$ cat config.mk
export PLATFORM = sky130hd
export DESIGN_NAME = quicksort_batch_sorter
export DESIGN_NICKNAME = d
export VERILOG_FILES = /design/src/sv/qsort_pkg.sv /design/src/sv/quicksort_batch_sorter.sv
export SDC_FILE = /design/constraint.sdc
export NUM_CORES = 2
export LEC_CHECK = 0
export BUFFER_PORTS_ARGS = -buffer_cell sky130_fd_sc_hd__buf_2
export CAP_MARGIN = 20
export CORE_MARGIN = 4
export CORE_UTILIZATION = 35
export CTS_BUF_LIST = sky130_fd_sc_hd__clkbuf_4
export DETAILED_ROUTE_END_ITERATION = 7
export GPL_TIMING_DRIVEN = 1
export HOLD_SLACK_MARGIN = 0.15
export SLEW_MARGIN = 5
export SYNTH_ARGS = -nofsm -noshare
export SYNTH_HDL_FRONTEND = slang
export SYNTH_SLANG_ARGS = --single-unit
$ cat constraint.sdc
create_clock -name clk -period 7.4 [get_ports clk]
set_input_delay 0.37 -clock clk [delete_from_list [all_inputs] [get_ports clk]]
set_output_delay 0.37 -clock clk [all_outputs]
set_load 0.05 [all_outputs]
$ cat src/sv/qsort_pkg.sv
// types, constants and microprogram of the quicksort batch sorter
package qsort_pkg;

	localparam int MAX_ELEMENTS = 64;
	localparam int IDX_W = $clog2(MAX_ELEMENTS);
	localparam int CNT_W = IDX_W + 1;
	localparam int DATA_W = 32;

	typedef logic [IDX_W-1:0] idx_t;
	typedef logic [CNT_W-1:0] cnt_t;

	// input transaction payload
	typedef struct packed {
		logic signed [DATA_W-1:0] value;
		logic is_last;
	} item_t;

	// output transaction payload
	typedef struct packed {
		logic signed [DATA_W-1:0] sorted_value;
		logic end_of_run;
		logic overflow;
	} result_t;

	// one entry of the range stack
	typedef struct packed {
		idx_t lo;
		idx_t hi;
	} range_t;

	// datapath operation of one microcode step
	typedef enum logic [4:0] {
		OP_NONE,
		OP_LOAD,
		OP_SINIT,
		OP_POP,
		OP_RANGE,
		OP_PIVOT,
		OP_TEST,
		OP_SWAP_K,
		OP_SWAP_SLOT,
		OP_ADV,
		OP_FIN_RD,
		OP_FIN_HI,
		OP_FIN_SLOT,
		OP_PUSH_R,
		OP_PUSH_L,
		OP_EMIT_RD,
		OP_EMIT_LOAD,
		OP_EMIT_WAIT,
		OP_FINISH
	} op_t;

	// sequencing of one microcode step
	typedef enum logic [2:0] {
		SQ_NEXT,
		SQ_GOTO,
		SQ_WAIT_CLOSE,
		SQ_IF_SMALL,
		SQ_IF_EMPTY,
		SQ_IF_NOT_LESS,
		SQ_IF_MORE,
		SQ_WAIT_OUT
	} seq_t;

	// microcode addresses
	typedef enum logic [4:0] {
		UA_LOAD,
		UA_SINIT,
		UA_POP,
		UA_RANGE,
		UA_PIVOT,
		UA_TEST,
		UA_SWAP_K,
		UA_SWAP_SLOT,
		UA_ADV,
		UA_FIN_RD,
		UA_FIN_HI,
		UA_FIN_SLOT,
		UA_PUSH_R,
		UA_PUSH_L,
		UA_EMIT_RD,
		UA_EMIT_LOAD,
		UA_EMIT_WAIT,
		UA_FINISH
	} upc_t;

	typedef struct packed {
		op_t op;
		seq_t seq;
		upc_t target;
	} ucode_t;

	// microprogram rom
	function automatic ucode_t ucode_rom(upc_t addr);
		ucode_t w;
		unique case (addr)
			UA_LOAD:      w = '{OP_LOAD,      SQ_WAIT_CLOSE,  UA_LOAD};
			UA_SINIT:     w = '{OP_SINIT,     SQ_IF_SMALL,    UA_EMIT_RD};
			UA_POP:       w = '{OP_POP,       SQ_IF_EMPTY,    UA_EMIT_RD};
			UA_RANGE:     w = '{OP_RANGE,     SQ_NEXT,        UA_LOAD};
			UA_PIVOT:     w = '{OP_PIVOT,     SQ_NEXT,        UA_LOAD};
			UA_TEST:      w = '{OP_TEST,      SQ_IF_NOT_LESS, UA_ADV};
			UA_SWAP_K:    w = '{OP_SWAP_K,    SQ_NEXT,        UA_LOAD};
			UA_SWAP_SLOT: w = '{OP_SWAP_SLOT, SQ_NEXT,        UA_LOAD};
			UA_ADV:       w = '{OP_ADV,       SQ_IF_MORE,     UA_TEST};
			UA_FIN_RD:    w = '{OP_FIN_RD,    SQ_NEXT,        UA_LOAD};
			UA_FIN_HI:    w = '{OP_FIN_HI,    SQ_NEXT,        UA_LOAD};
			UA_FIN_SLOT:  w = '{OP_FIN_SLOT,  SQ_NEXT,        UA_LOAD};
			UA_PUSH_R:    w = '{OP_PUSH_R,    SQ_NEXT,        UA_LOAD};
			UA_PUSH_L:    w = '{OP_PUSH_L,    SQ_GOTO,        UA_POP};
			UA_EMIT_RD:   w = '{OP_EMIT_RD,   SQ_NEXT,        UA_LOAD};
			UA_EMIT_LOAD: w = '{OP_EMIT_LOAD, SQ_NEXT,        UA_LOAD};
			UA_EMIT_WAIT: w = '{OP_EMIT_WAIT, SQ_WAIT_OUT,    UA_EMIT_RD};
			UA_FINISH:    w = '{OP_FINISH,    SQ_GOTO,        UA_LOAD};
			default:      w = '{OP_NONE,      SQ_GOTO,        UA_LOAD};
		endcase
		return w;
	endfunction

endpackage

$ cat src/sv/quicksort_batch_sorter.sv
// Batch sorter top level: loads a batch, sorts it by quicksort, streams it out.
//
// Input channel item_valid/item_ready/item carries one signed 32-bit value per
// transaction; item.is_last closes the batch. Up to MAX_ELEMENTS values are
// kept, later ones are dropped and every result of that batch has overflow set.
// Output channel result_valid/result_ready/result carries the batch in ascending
// order; end_of_run marks the last value. A closing transaction always yields
// at least one result.
// Loading takes one transaction per cycle. After the closing transaction a
// microcoded sequencer sorts the store in place with one element memory, which
// has a write port and a registered read port, and a range stack; the sort
// takes roughly N log N element steps on average. Each result is read from the
// element memory only after the previous one is taken.
// No new item is accepted from the closing transaction until the last result
// is taken. A stalled receiver holds the current result and the sequencer.
// Reset returns the block to loading an empty batch; no clearing pass is run.
module quicksort_batch_sorter
	import qsort_pkg::*;
(
	input  logic    clk,
	input  logic    arst_n,
	input  logic    item_valid,
	output logic    item_ready,
	input  item_t   item,
	output logic    result_valid,
	input  logic    result_ready,
	output result_t result
);

	// microcode sequencer state
	upc_t   upc_q, upc_d, upc_inc;
	ucode_t uw;

	// datapath registers
	cnt_t   cnt_q, sp_q;
	logic   drop_q;
	logic   out_valid_q;
	result_t out_q;
	idx_t   lo_q, hi_q, slot_q, k_q;
	logic signed [DATA_W-1:0] pivot_q, a_q, mem_rd_q;
	range_t stk_rd_q;

	// memories
	logic signed [DATA_W-1:0] store_mem [MAX_ELEMENTS];
	range_t stack_mem [MAX_ELEMENTS];

	// memory port controls
	logic   mem_we;
	idx_t   mem_wa, mem_ra;
	logic signed [DATA_W-1:0] mem_wd;
	logic   stk_we;
	range_t stk_wd;

	// flags
	logic   item_acc, out_acc, close_flag, small_flag, empty_flag, less_flag, more_flag;
	logic   push_r_ok, push_l_ok, stk_room;
	cnt_t   k_inc, slot_inc, lo_inc;

	assign uw = ucode_rom(upc_q);
	assign upc_inc = upc_t'(upc_q + 5'd1);

	assign item_ready   = (uw.op == OP_LOAD);
	assign result_valid = out_valid_q;
	assign result       = out_q;

	assign item_acc   = item_valid && item_ready;
	assign out_acc    = out_valid_q && result_ready;
	assign close_flag = item_acc && item.is_last;
	assign small_flag = cnt_q < cnt_t'(2);
	assign empty_flag = (sp_q == '0);
	assign less_flag  = mem_rd_q < pivot_q;
	assign k_inc      = {1'b0, k_q} + cnt_t'(1);
	assign slot_inc   = {1'b0, slot_q} + cnt_t'(1);
	assign lo_inc     = {1'b0, lo_q} + cnt_t'(1);
	assign more_flag  = (k_inc != {1'b0, hi_q});
	assign push_r_ok  = slot_inc < {1'b0, hi_q};
	assign push_l_ok  = lo_inc < {1'b0, slot_q};
	assign stk_room   = sp_q < cnt_t'(MAX_ELEMENTS);

	// next microcode address
	always_comb begin
		upc_d = upc_q;
		unique case (uw.seq)
			SQ_NEXT:        upc_d = upc_inc;
			SQ_GOTO:        upc_d = uw.target;
			SQ_WAIT_CLOSE:  upc_d = close_flag ? upc_inc : upc_q;
			SQ_IF_SMALL:    upc_d = small_flag ? uw.target : upc_inc;
			SQ_IF_EMPTY:    upc_d = empty_flag ? uw.target : upc_inc;
			SQ_IF_NOT_LESS: upc_d = less_flag ? upc_inc : uw.target;
			SQ_IF_MORE:     upc_d = more_flag ? uw.target : upc_inc;
			SQ_WAIT_OUT: begin
				if (out_acc) begin
					upc_d = out_q.end_of_run ? upc_inc : uw.target;
				end
			end
			default:        upc_d = UA_LOAD;
		endcase
	end

	// element memory port decode
	always_comb begin
		mem_we = 1'b0;
		mem_wa = k_q;
		mem_wd = mem_rd_q;
		mem_ra = k_q;
		unique case (uw.op)
			OP_LOAD: begin
				mem_we = item_acc && (cnt_q < cnt_t'(MAX_ELEMENTS));
				mem_wa = idx_t'(cnt_q);
				mem_wd = item.value;
			end
			OP_RANGE:     mem_ra = stk_rd_q.hi;
			OP_TEST:      mem_ra = slot_q;
			OP_ADV:       mem_ra = idx_t'(k_inc);
			OP_FIN_RD:    mem_ra = slot_q;
			OP_SWAP_K:    mem_we = 1'b1;
			OP_SWAP_SLOT: begin
				mem_we = 1'b1;
				mem_wa = slot_q;
				mem_wd = a_q;
			end
			OP_FIN_HI: begin
				mem_we = 1'b1;
				mem_wa = hi_q;
			end
			OP_FIN_SLOT: begin
				mem_we = 1'b1;
				mem_wa = slot_q;
				mem_wd = pivot_q;
			end
			default: ;
		endcase
	end

	// range stack push decode
	always_comb begin
		stk_we = 1'b0;
		stk_wd = '{lo: slot_q, hi: hi_q};
		unique case (uw.op)
			OP_SINIT: begin
				stk_we = 1'b1;
				stk_wd = '{lo: '0, hi: idx_t'(cnt_q - cnt_t'(1))};
			end
			OP_PUSH_R: begin
				stk_we = push_r_ok && stk_room;
				stk_wd = '{lo: idx_t'(slot_inc), hi: hi_q};
			end
			OP_PUSH_L: begin
				stk_we = push_l_ok && stk_room;
				stk_wd = '{lo: lo_q, hi: slot_q - idx_t'(1)};
			end
			default: ;
		endcase
	end

	// element memory
	always_ff @(posedge clk) begin
		if (mem_we) begin
			store_mem[mem_wa] <= mem_wd;
		end
		mem_rd_q <= store_mem[mem_ra];
	end

	// range stack memory, read port always looks at the top entry
	always_ff @(posedge clk) begin
		if (stk_we) begin
			stack_mem[idx_t'(sp_q)] <= stk_wd;
		end
		stk_rd_q <= stack_mem[idx_t'(sp_q - cnt_t'(1))];
	end

	// control registers
	always_ff @(posedge clk or negedge arst_n) begin
		if (!arst_n) begin
			upc_q       <= UA_LOAD;
			cnt_q       <= '0;
			sp_q        <= '0;
			drop_q      <= 1'b0;
			out_valid_q <= 1'b0;
		end else begin
			upc_q <= upc_d;
			if (stk_we) begin
				sp_q <= sp_q + cnt_t'(1);
			end
			unique case (uw.op)
				OP_LOAD: begin
					if (item_acc) begin
						if (cnt_q < cnt_t'(MAX_ELEMENTS)) begin
							cnt_q <= cnt_q + cnt_t'(1);
						end else begin
							drop_q <= 1'b1;
						end
					end
				end
				OP_POP: begin
					if (!empty_flag) begin
						sp_q <= sp_q - cnt_t'(1);
					end
				end
				OP_EMIT_LOAD: out_valid_q <= 1'b1;
				OP_EMIT_WAIT: begin
					if (out_acc) begin
						out_valid_q <= 1'b0;
					end
				end
				OP_FINISH: begin
					cnt_q  <= '0;
					sp_q   <= '0;
					drop_q <= 1'b0;
				end
				default: ;
			endcase
		end
	end

	// payload and index registers
	always_ff @(posedge clk) begin
		case (uw.op)
			OP_SINIT: k_q <= '0;
			OP_POP: begin
				if (empty_flag) begin
					k_q <= '0;
				end
			end
			OP_RANGE: begin
				lo_q   <= stk_rd_q.lo;
				hi_q   <= stk_rd_q.hi;
				slot_q <= stk_rd_q.lo;
				k_q    <= stk_rd_q.lo;
			end
			OP_PIVOT:     pivot_q <= mem_rd_q;
			OP_TEST:      a_q <= mem_rd_q;
			OP_SWAP_SLOT: slot_q <= idx_t'(slot_inc);
			OP_ADV:       k_q <= idx_t'(k_inc);
			OP_EMIT_LOAD: begin
				out_q.sorted_value <= mem_rd_q;
				out_q.end_of_run   <= (k_inc == cnt_q);
				out_q.overflow     <= drop_q;
			end
			OP_EMIT_WAIT: begin
				if (out_acc) begin
					k_q <= idx_t'(k_inc);
				end
			end
			default: ;
		endcase
	end

`ifndef SYNTH
	// loading and output never overlap
	a_no_overlap: assert property (@(posedge clk) disable iff (!arst_n)
		!(item_ready && result_valid))
		else $error("item_ready while a result is pending");

	// disjoint ranges of two or more keep the stack at most half deep
	a_stack_bound: assert property (@(posedge clk) disable iff (!arst_n)
		sp_q <= cnt_t'(MAX_ELEMENTS / 2))
		else $error("range stack deeper than expected");

	// partition scan stays inside its range
	a_scan_order: assert property (@(posedge clk) disable iff (!arst_n)
		(uw.op == OP_TEST) |-> (slot_q <= k_q && k_q < hi_q))
		else $error("partition indices out of order");

	// the last result of a batch leads to the batch wrap-up
	a_run_end: assert property (@(posedge clk) disable iff (!arst_n)
		(out_acc && out_q.end_of_run) |=> (upc_q == UA_FINISH))
		else $error("batch not closed after last result");
`endif

endmodule

==> impl_metrics.yaml <==
run_status:
  status: "finished, final reports clean"
layout:
  drive_above_1_share: 0.2180
  syn2layout_area_growth_pct: 14.45
  multiInputGateArea_um2: 27940
  layout.area.seq_um2: 89630
  nNetsFinal: 8502
  fillCellCount: 30950
  fin_util: 0.4032
clock_network:
  htreeDepth: 6
  cts_buffer_depth: 4
  cts_tree: "done"
  clock_latency_ps: 1400
  clkSinkCount: 3003
  cts_buffers: 742
  clk_pin_slew_worst_paths_ps: 60
  cts_root_buf: "clkbuf_4"
  cts_resized: 0
route:
  detail_route.vias_per_cell: 5.470
  drc: 0
  drtAntennaViolNets: 0
  drt_first_pass_iters: 7
  vias: 73580
  wl_per_cell_um: 25.70
  first_iter_violations: 9256
  wirelength_mm: 345.7
yosys:
  synthTopCellsByArea: "edfxtp_1 (74%), nand2_1 (5.2%), mux4_2 (4.8%)"
  yosys.area.top_type: "edfxtp_1"
  syn_area_per_cell_um2: 15.30
  async_reset_ff_frac: 0.006993
  ys_ff_latch: 3003
  yosysMostFrequentCell: "edfxtp_1"
  synth_edf_count: 2938
  synth_common_cells: "edfxtp_1 (2938), nand2_1 (1631), nand3_1 (527)"
  synth_xor_area_frac: 0.003431
  synth_cells: 7768
  synth_nets: 7860
  ys.flop_type: "edfxtp_1"
  ys.warnings.count: 0
  yosysSeqAreaShare: 0.7540
  netlist-cell-type-count: 89
  yosys.area.top_type_share: 0.7422
  synth_adder_area_share: 0.005789
  syn_area_um2: 118900
  synth_top_family_by_area: "simple AND/OR/NAND/NOR gates"
  synth_compound_area_frac: 0.05667
  synthSimpleGateAreaFrac: 0.1023
  muxShareOfSynthArea: 0.05871
critical_path:
  arrival_ps: 7190
  cp_max_fo: 19
  rr_startpoint: "upc_q[0]"
  endpoint_kind: "flop"
  required_ps: 8280
  critPathKind: "flop to flop"
  timing.rr.end: "store_mem[54][18]"
  r2r_setup_slack_ps: 1090
  ff2ff_path_depth: 13
  critPathLaunchType: "flop"
sta:
  hold_viol: 0
  setup_violations: 0
  rsz0062_at_grt: "no"
  maxSlewHeadroom: 0.2449
  worstMarginPinSlew_ps: 1133
  setup-tns-final_ps: 0
  finClkSkew_ps: 236.2
  finalCritPeriodShare: 0.8523
  max_freq_mhz: 158.5
  layout_min_cycle_time_ps: 6307
  drv_slew: 0
floorplanning:
  die_h_um: 590.8
  rows: 213
  core_um2: 337400
  die-area_um2: 349000
  start_util: 0.3523
  pin_count: 73
  die_w_um: 590.8
global_route:
  grt_pass1_vias: 72510
  overflow: 0
  grt_antenna_before_repair: 20
  grt_pass1_wl_mm: 499.1
  grt_max_degree: 164
  grt_usage: 0.1923
worst_hold_path:
  hp-start: "item[6]"
  hp-class: "input pin to flop"
  min_to: "store_mem[44][5]"
  holdPathStages: 3
placement:
  dp_hpwl_mm: 201.0
  io_buffer_count: 72
  routabilityCongestion: 0.8801
job:
  maxCapViolations: 0
stage by stage:
| stage | std cells | cell area, µm² | setup WS (ps) | hold WS (ps) |
|---|---|---|---|---|
| after floorplan | 7768 | 118900 | 1301 | 74.41 |
| after global placement | 12110 | 126000 | 1251 | 422.7 |
| after detailed placement | 12130 | 126200 | 1204 | 447.1 |
| after CTS | 13430 | 135800 | 1172 | 151.5 |
| after global routing | 13450 | 136000 | 703.5 | 179.6 |
| final | 13450 | 136100 | 1093 | 223.1 |
metal layers:
metal  global-route usage  vias to the layer above  share of wire  routed length [µm]
met5                    0                        -        0.00033                 114
met4              0.08357                       16          0.044               15130
met3              0.04169                      695          0.094               32480
met2               0.3056                     3971           0.47              162400
met1               0.2549                    37110           0.39              135600
li1                     -                    31790              -                   -
flip-flops by register name, summed over array words and instances (netlist names):
register,count
store_mem,2048
upc_q,5
cnt_q,7
a_q,32
lo_q,6
slot_q,6
stk_rd_q,12
hi_q,6
drop_q,1
mem_rd_q,32
stack_mem,768
pivot_q,32
sp_q,7
result,34
k_q,6
result_valid,1
critical path, cell delays in order (launching register included):
cell      delay [ps]
dfrtp_1          550
ha_1             350
ha_1             450
nor2b_1          240
nor2_1            80
nor3_1           310
nand2b_1         400
o21ai_0          150
a21oi_1          590
a21boi_0         420
nor2_1           370
nand3_1          760
nor2_4           820
buf_4            410
final cells by class:
cell class	count	area share
antenna	11	0.0002023
clock buffer	1100	0.06070
clock inverter	161	0.007173
inverter	60	0.001655
multi-input combinational	4216	0.2053
sequential	3003	0.6588
tap	4515	0.04152
timing repair buffer	387	0.02460
cells in the final DEF, fill, tap and decap left out, types with 13 or more instances in the layout:
master            n
buf_2            73
o22ai_1          83
or3_1            27
ha_1             54
nand4_1          54
edfxtp_1       2938
xor2_1           15
nand2_1        1599
a211oi_1        170
and3_1          180
xnor2_1          26
nor3_1           57
nand3_1         526
o21ai_0          46
inv_1            56
nor4_1           23
dlygate4sd3_1    39
mux2i_1         110
mux4_2          255
clkinv_1        103
buf_12           39
a32oi_1          87
a21oi_1         153
nor2_1          120
a31oi_1         226
nand2_4          23
clkbuf_4       1101
clkinv_2         14
dfxtp_1          44
dfrtp_1          20
nor2_2           16
nor2b_1          13
a222oi_1         35
a21o_1           19
buf_4           227
o211ai_1         25
nor2_4           72
how the worst max path moves through the flow:
stage               startpoint                end
floorplan             upc_q[0]    stack_mem[0][5]
global placement      upc_q[0]  store_mem[42][11]
detailed placement    upc_q[0]   store_mem[42][4]
CTS                   upc_q[0]  store_mem[54][18]
global route          upc_q[0]  store_mem[54][10]
finish                upc_q[0]  store_mem[54][18]
kinds of logic (layout without fill, tap and decap cells):
| group | Yosys count | after routing |
|---|---|---|
| flip-flops | 3003 | 3003 |
| AO/OA/AOI/OAI | 963 | 963 |
| AND/OR/NAND/NOR | 2776 | 2776 |
| other | 0 | 11 |
| multiplexers | 377 | 377 |
| buffers and inverters | 549 | 1708 |
| XOR/XNOR | 45 | 45 |
| adder cells (fa/ha/maj) | 55 | 55 |
repair_timing:
item | in CTS | in global routing
hold buffers | 40 | 0
hold endpoints to repair | 1188 | 0
buffers inserted | 0 | 0
Power is not shown: default switching activity piles up to over one toggle a cycle in this logic, so the estimate is an artifact.
